--- src/rtl/bab_pkg.sv ---
// ----------------------------------------------------------------------------
// bab_pkg
// Shared types, op codes and constants of the glow accumulate and blur engine.
// ----------------------------------------------------------------------------
package bab_pkg;

  localparam int CW   = 11;  // signed grid coordinate, room for a neighbor step
  localparam int OW   = 8;   // signed disc offset
  localparam int EW   = 14;  // signed line error term
  localparam int STW  = 10;  // splat weight
  localparam int DENW = 13;  // disc divisor r2 + 1
  localparam int NUMW = 23;  // disc dividend strength * (r2 - d + 1)
  localparam int DW   = 14;  // squared distance
  localparam int ACCW = 12;  // blur tap sum
  localparam int TAPS = 5;

  localparam logic [2:0] OP_CLEAR = 3'd0;
  localparam logic [2:0] OP_LINE  = 3'd1;
  localparam logic [2:0] OP_DISC  = 3'd2;
  localparam logic [2:0] OP_BLUR  = 3'd3;
  localparam logic [2:0] OP_READ  = 3'd4;

  localparam logic [1:0] MODE_OFF    = 2'd0;
  localparam logic [1:0] MODE_DOUBLE = 2'd2;

  localparam logic [7:0] INTEN_SINGLE = 8'd158;
  localparam logic [7:0] INTEN_DOUBLE = 8'd220;
  localparam logic [7:0] CH_MAX       = 8'd255;

  typedef logic [2:0][7:0] rgb_t;

  typedef struct packed {
    logic [2:0]         op;
    logic signed [11:0] x_start;
    logic signed [11:0] y_start;
    logic signed [11:0] x_end;
    logic signed [11:0] y_end;
    logic [7:0]         disc_radius;
    logic [7:0]         red;
    logic [7:0]         green;
    logic [7:0]         blue;
    logic [9:0]         strength;
    logic [6:0]         cell_x;
    logic [5:0]         cell_y;
  } in_beat_t;

  typedef struct packed {
    logic [7:0] red_out;
    logic [7:0] green_out;
    logic [7:0] blue_out;
    logic       lit;
  } out_beat_t;

  typedef enum logic [4:0] {
    ST_INIT,
    ST_IDLE,
    ST_DISPATCH,
    ST_CLR,
    ST_RD_DATA,
    ST_SP_RD,
    ST_SP_WR,
    ST_LN_NEXT,
    ST_DC_DIST,
    ST_DC_CHK,
    ST_DC_DIV,
    ST_DC_NEXT,
    ST_BL_TAP,
    ST_BL_WAIT,
    ST_BL_WR,
    ST_DONE
  } state_t;

  typedef struct packed {
    logic load;
    logic pend_zero;
    logic pend_read;
    logic res_load;
    logic clr_start;
    logic clr_step;
    logic rd_issue;
    logic ln_setup;
    logic ln_step;
    logic nb_next;
    logic sp_rd;
    logic sp_wr;
    logic dc_setup;
    logic d_calc;
    logic div_start;
    logic wt_load;
    logic dc_step;
    logic bl_start;
    logic bl_tap;
    logic bl_wr;
  } cmd_t;

  typedef struct packed {
    logic [2:0] op;
    logic       mode_off;
    logic       rd_out;
    logic       tgt_off;
    logic       nb_last;
    logic       line_end;
    logic       d_gt;
    logic       disc_last;
    logic       div_done;
    logic       clr_last;
    logic       tap_last;
    logic       bl_last;
  } sts_t;

  // binomial 1-4-6-4-1 weights
  function automatic logic [3:0] tap_coef(input logic [2:0] t);
    logic [3:0] c;
    case (t)
      3'd0, 3'd4: c = 4'd1;
      3'd1, 3'd3: c = 4'd4;
      3'd2:       c = 4'd6;
      default:    c = 4'd0;
    endcase
    return c;
  endfunction

endpackage

--- src/rtl/bab_ctrl.sv ---
// ----------------------------------------------------------------------------
// bab_ctrl
// Sequencer: decodes each op and steps the datapath through it, owns the
// input ready and the result valid.
// ----------------------------------------------------------------------------
module bab_ctrl (
  input  logic           clk,
  input  logic           rst_n,
  input  logic           in_valid,
  output logic           in_ready,
  output logic           out_valid,
  input  logic           out_ready,
  input  bab_pkg::sts_t  sts,
  output bab_pkg::cmd_t  cmd
);
  import bab_pkg::*;

  state_t state_r, state_nxt;
  state_t after_splat;
  logic   out_valid_r, out_valid_nxt;

  always_ff @(posedge clk) begin
    if (!rst_n) begin
      state_r     <= ST_INIT;
      out_valid_r <= 1'b0;
    end else begin
      state_r     <= state_nxt;
      out_valid_r <= out_valid_nxt;
    end
  end

  always_comb begin
    state_nxt   = state_r;
    cmd         = '0;
    after_splat = (sts.op == OP_LINE) ? ST_LN_NEXT : ST_DC_NEXT;
    unique case (state_r)
      ST_INIT: begin
        // zero the grid after reset
        cmd.clr_step = 1'b1;
        if (sts.clr_last) state_nxt = ST_IDLE;
      end
      ST_IDLE: begin
        if (in_valid) begin
          cmd.load  = 1'b1;
          state_nxt = ST_DISPATCH;
        end
      end
      ST_DISPATCH: begin
        cmd.pend_zero = 1'b1;
        if (sts.op == OP_CLEAR) begin
          cmd.clr_start = 1'b1;
          state_nxt     = ST_CLR;
        end else if (sts.mode_off) begin
          state_nxt = ST_DONE;
        end else begin
          unique case (sts.op)
            OP_LINE: begin
              cmd.ln_setup = 1'b1;
              state_nxt    = ST_SP_RD;
            end
            OP_DISC: begin
              cmd.dc_setup = 1'b1;
              state_nxt    = ST_DC_DIST;
            end
            OP_BLUR: begin
              cmd.bl_start = 1'b1;
              state_nxt    = ST_BL_TAP;
            end
            OP_READ: begin
              if (sts.rd_out) begin
                state_nxt = ST_DONE;
              end else begin
                cmd.rd_issue = 1'b1;
                state_nxt    = ST_RD_DATA;
              end
            end
            default: state_nxt = ST_DONE;
          endcase
        end
      end
      ST_CLR: begin
        cmd.clr_step = 1'b1;
        if (sts.clr_last) state_nxt = ST_DONE;
      end
      ST_RD_DATA: begin
        cmd.pend_read = 1'b1;
        state_nxt     = ST_DONE;
      end
      ST_SP_RD: begin
        if (sts.tgt_off) begin
          state_nxt = after_splat;
        end else begin
          cmd.sp_rd = 1'b1;
          state_nxt = ST_SP_WR;
        end
      end
      ST_SP_WR: begin
        cmd.sp_wr = 1'b1;
        state_nxt = after_splat;
      end
      ST_LN_NEXT: begin
        if (!sts.nb_last) begin
          cmd.nb_next = 1'b1;
          state_nxt   = ST_SP_RD;
        end else if (sts.line_end) begin
          state_nxt = ST_DONE;
        end else begin
          cmd.ln_step = 1'b1;
          state_nxt   = ST_SP_RD;
        end
      end
      ST_DC_DIST: begin
        cmd.d_calc = 1'b1;
        state_nxt  = ST_DC_CHK;
      end
      ST_DC_CHK: begin
        if (sts.d_gt || sts.tgt_off) begin
          state_nxt = ST_DC_NEXT;
        end else begin
          cmd.div_start = 1'b1;
          state_nxt     = ST_DC_DIV;
        end
      end
      ST_DC_DIV: begin
        if (sts.div_done) begin
          cmd.wt_load = 1'b1;
          state_nxt   = ST_SP_RD;
        end
      end
      ST_DC_NEXT: begin
        if (sts.disc_last) begin
          state_nxt = ST_DONE;
        end else begin
          cmd.dc_step = 1'b1;
          state_nxt   = ST_DC_DIST;
        end
      end
      ST_BL_TAP: begin
        cmd.bl_tap = 1'b1;
        if (sts.tap_last) state_nxt = ST_BL_WAIT;
      end
      ST_BL_WAIT: begin
        state_nxt = ST_BL_WR;
      end
      ST_BL_WR: begin
        cmd.bl_wr = 1'b1;
        state_nxt = sts.bl_last ? ST_DONE : ST_BL_TAP;
      end
      ST_DONE: begin
        if (!out_valid_r || out_ready) begin
          cmd.res_load = 1'b1;
          state_nxt    = ST_IDLE;
        end
      end
      default: state_nxt = ST_INIT;
    endcase
  end

  always_comb begin
    out_valid_nxt = out_valid_r;
    if (cmd.res_load)  out_valid_nxt = 1'b1;
    else if (out_ready) out_valid_nxt = 1'b0;
  end

  assign in_ready  = (state_r == ST_IDLE);
  assign out_valid = out_valid_r;

endmodule

--- config.mk ---
export PLATFORM = sky130hd
export DESIGN_NAME = bab_ctrl
export DESIGN_NICKNAME = d
export VERILOG_FILES = /design/src/rtl/bab_pkg.sv /design/src/rtl/bab_ctrl.sv
export SDC_FILE = /design/constraint.sdc
export NUM_CORES = 1
export LEC_CHECK = 0
export BUFFER_PORTS_ARGS = -buffer_cell sky130_fd_sc_hd__buf_2
export CAP_MARGIN = 0
export CORE_MARGIN = 2
export CORE_UTILIZATION = 43
export CTS_CLUSTER_DIAMETER = 60
export DETAILED_ROUTE_END_ITERATION = 6
export PLACE_DENSITY = 0.78
export SYNTH_ARGS = -nofsm -noshare
export SYNTH_HDL_FRONTEND = slang
export SYNTH_SLANG_ARGS = --single-unit
--- constraint.sdc ---
create_clock -name clk -period 1.8 [get_ports clk]
set_input_delay 0.27 -clock clk [delete_from_list [all_inputs] [get_ports clk]]
set_output_delay 0.27 -clock clk [all_outputs]
set_load 0.005 [all_outputs]
---- After elaboration in Yosys (flattened, before gate mapping) ----
Index checks and enable logic that the tools add are counted.
cells by class
  equal/unequal tests ..................... 25
  multiplexer cells ....................... 59
  reduce and logical (&&, ||, !) cells .... 8
operators with widths
  cell                                                             number
  5-bit case mux with 16 select lines                              1
  5-bit two-way mux                                                9
  5-bit by 4-bit == test with 1-bit output, second input constant  8
  1-bit two-way mux                                                38
  5-bit by 3-bit == test with 1-bit output, second input constant  4
  5-bit case mux with 4 select lines                               1
  4-bit two-way mux                                                4
  2-bit != test, second input constant                             6
  5-bit by 2-bit == test with 1-bit output, second input constant  2
  2-bit two-way mux                                                5
  3-bit by 2-bit == test with 1-bit output, second input constant  2
  6-bit AND reduction                                              1
  5-bit by 1-bit == test with 1-bit output, second input constant  1
  5-bit zero test                                                  1
  3-bit by 1-bit == test with 1-bit output, second input constant  1
  3-bit == test, second input constant                             1
  3-bit zero test                                                  1
  3-bit two-way mux                                                1
  1-bit logical OR                                                 2
  2-bit nonzero test                                               1
  2-bit OR reduction                                               1
  1-bit zero test                                                  1
storage, ports and cells
  bits in registers ....................... 6
  output and inout bits ................... 22
  word-level logic and storage cells ...... 94

---- Depth between registers and ports, before layout ----
  word-level depth ........................ 5
  mapped depth ............................ 7

---- Least setup slack after synthesis ----
Ideal clock, no wire load.
  path type ............................... input-to-reg
  start point ............................. input sts[11] in the netlist's numbering
  end point ............................... register state_r[0]
  arrival time ............................ 1.410 ns
  data required time ...................... 1.684 ns
  path slack .............................. 0.274 ns
  stages on the path ...................... 6
  cells stage by stage .................... buf_6 > or4b_4 > a21o_1 > a21oi_2 > nand4_1 > o211a_1
on the way
  cells in the longest elaborated chain, start to end .. 5
  elaborated cells on any way between the ends .. 9
  classes of those cells .................. eq/ne: 4; mux: 4; reduce/logical: 1
ends and longest elaborated chain
  what                                   line            source
  from (decl)                            bab_ctrl.sv:13  input bab_pkg::sts_t sts,
  3-bit == test (tied with other cells)  bab_ctrl.sv:56  unique case (sts.op)
  5-bit case mux with 4 select lines     bab_ctrl.sv:56
  5-bit two-way mux                      bab_ctrl.sv:53  end else if (sts.mode_off) begin
  5-bit two-way mux *                    bab_ctrl.sv:50  if (sts.op == OP_CLEAR) begin
  5-bit case mux with 16 select lines *  bab_ctrl.sv:36  unique case (state_r)
  to (signal assigned)                   bab_ctrl.sv:27  state_r <= state_nxt;
  to (decl)                              bab_ctrl.sv:18  state_t state_r, state_nxt;
Every way passes the cells marked *; elsewhere a longest branch is shown, timed or not.
A chain may end at the register's enable or synchronous reset.

==> results_tabular.tex <==
\begin{tabular}{lr}
\hline
Metric & Value \\
\hline
\multicolumn{2}{l}{\textbf{STA}} \\
\quad Transition time at the pin with the least slew margin & approximately 0.27 ns \\
\quad Portion of the clock cycle consumed by the worst path in the final layout & 95.2\% \\
\quad Slew Limit Headroom & 82.1\% \\
\quad Final count of negative-setup-slack endpoints & 0 \\
\quad Count of pins over their slew limit & 0 \\
\quad Slack of the critical path & 0.0866 ns \\
\quad Fin crit period & approximately 1.7 ns \\
\quad TNS Setup & 0 ns \\
\quad Setup repair after global routing missed its margin & no \\
\quad Maximum operating frequency & just under 600 MHz \\
\quad Post-Route Skew & roughly 0.0026 ns \\
\quad Endpoints failing hold & 0 \\
\multicolumn{2}{l}{\textbf{Final layout}} \\
\quad Leading cell types in the layout, fill and taps excluded & buf\_2, nor3\_1, nand2\_1, buf\_4, nor2\_1 \\
\quad Sequential cell area & 108 um2 \\
\quad Fraction of layout cells with a size suffix above 1 & 45.3\% \\
\quad Area of the multi-input gates & 557 um2 \\
\quad Post-route cell area & 988 um2 \\
\quad Inserted Diodes & 0 \\
\quad Final Net Count & 169 \\
\quad Signed area change from the synthesized netlist to the final layout & 36.0\% \\
\quad Utilization after layout & 64.1\% \\
\quad Most common library cell in the layout ignoring fill and taps & buf\_2 \\
\quad Filler instances & 145 \\
\multicolumn{2}{l}{\textbf{Pwr}} \\
\quad Proportion of power drawn by flip-flops and latches & 19.4\% \\
\quad Reported leakage power & 0.467 nW \\
\quad Clock share of power & 10.7\% \\
\quad Worst voltage drop across the vdd grid & 0.585 mV \\
\quad Portion of total power attributed to combinational logic & 69.8\% \\
\quad Power, Total & between 1 and 1.5 mW \\
\quad Switching power of the nets & 0.596 mW \\
\quad Internal Power & 0.645 mW \\
\quad Sw Share & 48.0\% \\
\quad Power per cell area & approximately 1300 nW/um2 \\
\multicolumn{2}{l}{\textbf{Run status}} \\
\quad Run status & complete, no violations \\
\multicolumn{2}{l}{\textbf{Global routing}} \\
\quad Residual overflow from global routing & 0 \\
\quad Met1 GRT Util & a little under 30\% \\
\quad Fraction of met2 tracks used by global routing & 42.6\% \\
\quad Antenna violations before repair & 0 \\
\quad First-pass GRT wire length & 3.68 mm \\
\quad Pin count of the biggest net entering global routing & 11 \\
\quad Total Routing Usage GR & 24.5\% \\
\quad Grt peak-use layer & met2 \\
\quad Met3 track utilization from global routing & 1.60\% \\
\quad Number of global-route vias before repair & 838 \\
\multicolumn{2}{l}{\textbf{Logic synthesis}} \\
\quad Leading register cell type out of synthesis & dfxtp\_1 \\
\quad FF+latch count, synth & 5 \\
\quad Syn Inst Count & 109 \\
\quad Share of async-settable or async-resettable flops after synthesis & 0\% \\
\quad Post-synth EDFFs & 0 \\
\quad Library cells used by synthesis & slightly above 40 \\
\quad Sequential area share after synthesis & 13.8\% \\
\quad Yosys warnings & 0 \\
\quad Netlist area before placement & 727 um2 \\
\quad Post-synth net total & 127 \\
\quad Avg Inst Size Synth & roughly 6.7 um2 \\
\multicolumn{2}{l}{\textbf{Routing}} \\
\quad Residual DRC count & 0 \\
\quad Wire length per cell after detailed routing & roughly 14 um \\
\quad Via total after detailed routing & $\sim$1000 \\
\quad Number of DRC violations after detailed-routing iteration 0 & 28 \\
\quad DRT antenna net count & 0 \\
\quad Number of search-and-repair iterations in the first detailed-routing pass & 4 \\
\quad Via density & 5.93 \\
\quad Total detailed-routing wirelength & $\sim$2.4 mm \\
\multicolumn{2}{l}{\textbf{Die}} \\
\quad Chip width & about 45 um \\
\quad Boundary pin count & 40 \\
\quad Die extent in y & 45.1 um \\
\quad Number of placement rows & 14 \\
\quad Core Region & 1540 um2 \\
\quad Effective utilization at floorplan & 47.2\% \\
\quad Die Area & 2040 um2 \\
\multicolumn{2}{l}{\textbf{Place}} \\
\quad Port Buffers & 39 \\
\quad Placed Area & about 940 um2 \\
\quad Gp weighted congestion & 0.876 \\
\quad Setup slack at placement & between 0.1 and 0.15 ns \\
\quad Post-DP HPWL & 1.85 mm \\
\multicolumn{2}{l}{\textbf{Worst setup path}} \\
\quad CP Capture Type & output port \\
\quad Worst stage delay on the critical path & 0.37 ns \\
\quad Stages on worst setup path & 4 \\
\quad Ordered list of cells on the worst path & nor2\_2, nand3\_2, nor4b\_2, buf\_2 \\
\quad Crit-path leading delay family & simple AND/OR/NAND/NOR gates \\
\quad Slowest cell on crit path & dfxtp\_2 \\
\quad Number of buffers and inverters on the critical path & 1 \\
\quad Register-to-Register Setup Slack & around 0.24 ns \\
\quad Biggest fanout along the worst timing path & 10 \\
\quad Critical path startpoint category & flip-flop \\
\quad Cell count of the worst reg-to-reg path & 5 \\
\quad CP required & 1.53 ns \\
\quad CP Class & reg2out \\
\quad Arrival time at the worst endpoint & 1.44 ns \\
\multicolumn{2}{l}{\textbf{CTS}} \\
\quad Level count of the clock H-tree & 1 \\
\quad Num CTS Buffers & 3 \\
\quad Worst skew pair latency & roughly 0.25 ns \\
\quad Library cell used as clock root buffer & clkbuf\_4 \\
\quad Worst-case clock buffer depth & 2 \\
\quad Clock-pin slew on the worst setup and hold paths & 0.04 ns \\
\quad Setup Buffers After CTS & 0 \\
\quad Number of sinks driven by the clock tree & 5 \\
\quad Clock tree from TritonCTS & built \\
\multicolumn{2}{l}{\textbf{Run}} \\
\quad Max Cap Viol & 0 \\
\multicolumn{2}{l}{\textbf{Worst hold path}} \\
\quad Worst Hold Class & in2reg \\
\quad Hold path depth & 3 \\
\hline
\end{tabular}
routing by layer:
metal	share of wire (%)	vias up
met3	9.3	6
met1	40	437
met5	0	-
li1	-	484
met4	2.3	0
met2	48	58
area by class of cell:
class	instances	share of cell area, %
Sequential cell	5	10.9
Multi-Input combinational cell	88	56.3
Timing Repair Buffer	47	25.8
Tap cell	16	2.03
Clock buffer	4	2.66
Inverter	6	2.28
stage by stage:
stage / hold slack (ns) / cells
after CTS: 0.280 / 166
after detailed placement: 0.549 / 162
after global placement: 0.539 / 162
after global routing: 0.293 / 166
after floorplan: 0.386 / 109
final: 0.289 / 166
synthesized netlist by cell type (3+ instances only):
cell      instances  share of area (%)
nand2b_1          4                3.4
nor3_1           15                 10
a31oi_1           3                2.6
dfxtp_1           5                 14
nand3b_1          3                3.1
a21oi_1           6                4.1
nor4_1            4                3.4
o21ai_0           5                3.4
nor2_1            8                4.1
nand2_1           8                4.1
inv_1             5                2.6
clkbuf_1          4                2.1
power groups by stage:
stage                     combinational (mW)  sequential (mW)  clock (mW)
after floorplan                        0.632            0.166           0
after global placement                 0.814            0.221           0
after detailed placement               0.833            0.225           0
after CTS                              0.847            0.225       0.139
after global routing                   0.944            0.250       0.141
final                                  0.867            0.241       0.133
cell families (layout without fill, tap and decap cells):
logic type,count (synthesis),in the layout,synth area share [%]
AO/OA/AOI/OAI,31,31,30.3
buffers and inverters,16,57,11.5
flip-flops,5,5,13.8
AND/OR/NAND/NOR,57,57,44.4
worst reg2reg max path, cell delays in order (launching register included):
cell	delay, ns
dfxtp_2	0.42
inv_2	0.08
o32a_1	0.34
o22a_2	0.24
and2_4	0.18
o211a_1	0.19
flip-flops by register name (all words and copies together), names as in the netlist:
register	count
state_r	4
out_valid	1
timing repair:
item,CTS,global route
hold buffers,0,0
endpoints found under the setup margin,2,5
cloned,0,0
hold endpoints to repair,0,0
gates resized for setup,3,5
final timing paths:
kind | from | to
hold / removal | rst_n | state_r[1]
hold reg to reg | out_valid | out_valid
setup / recovery | state_r[2] | cmd[2]
setup reg to reg | state_r[3] | state_r[0]
(Power assumes the default switching activity.)
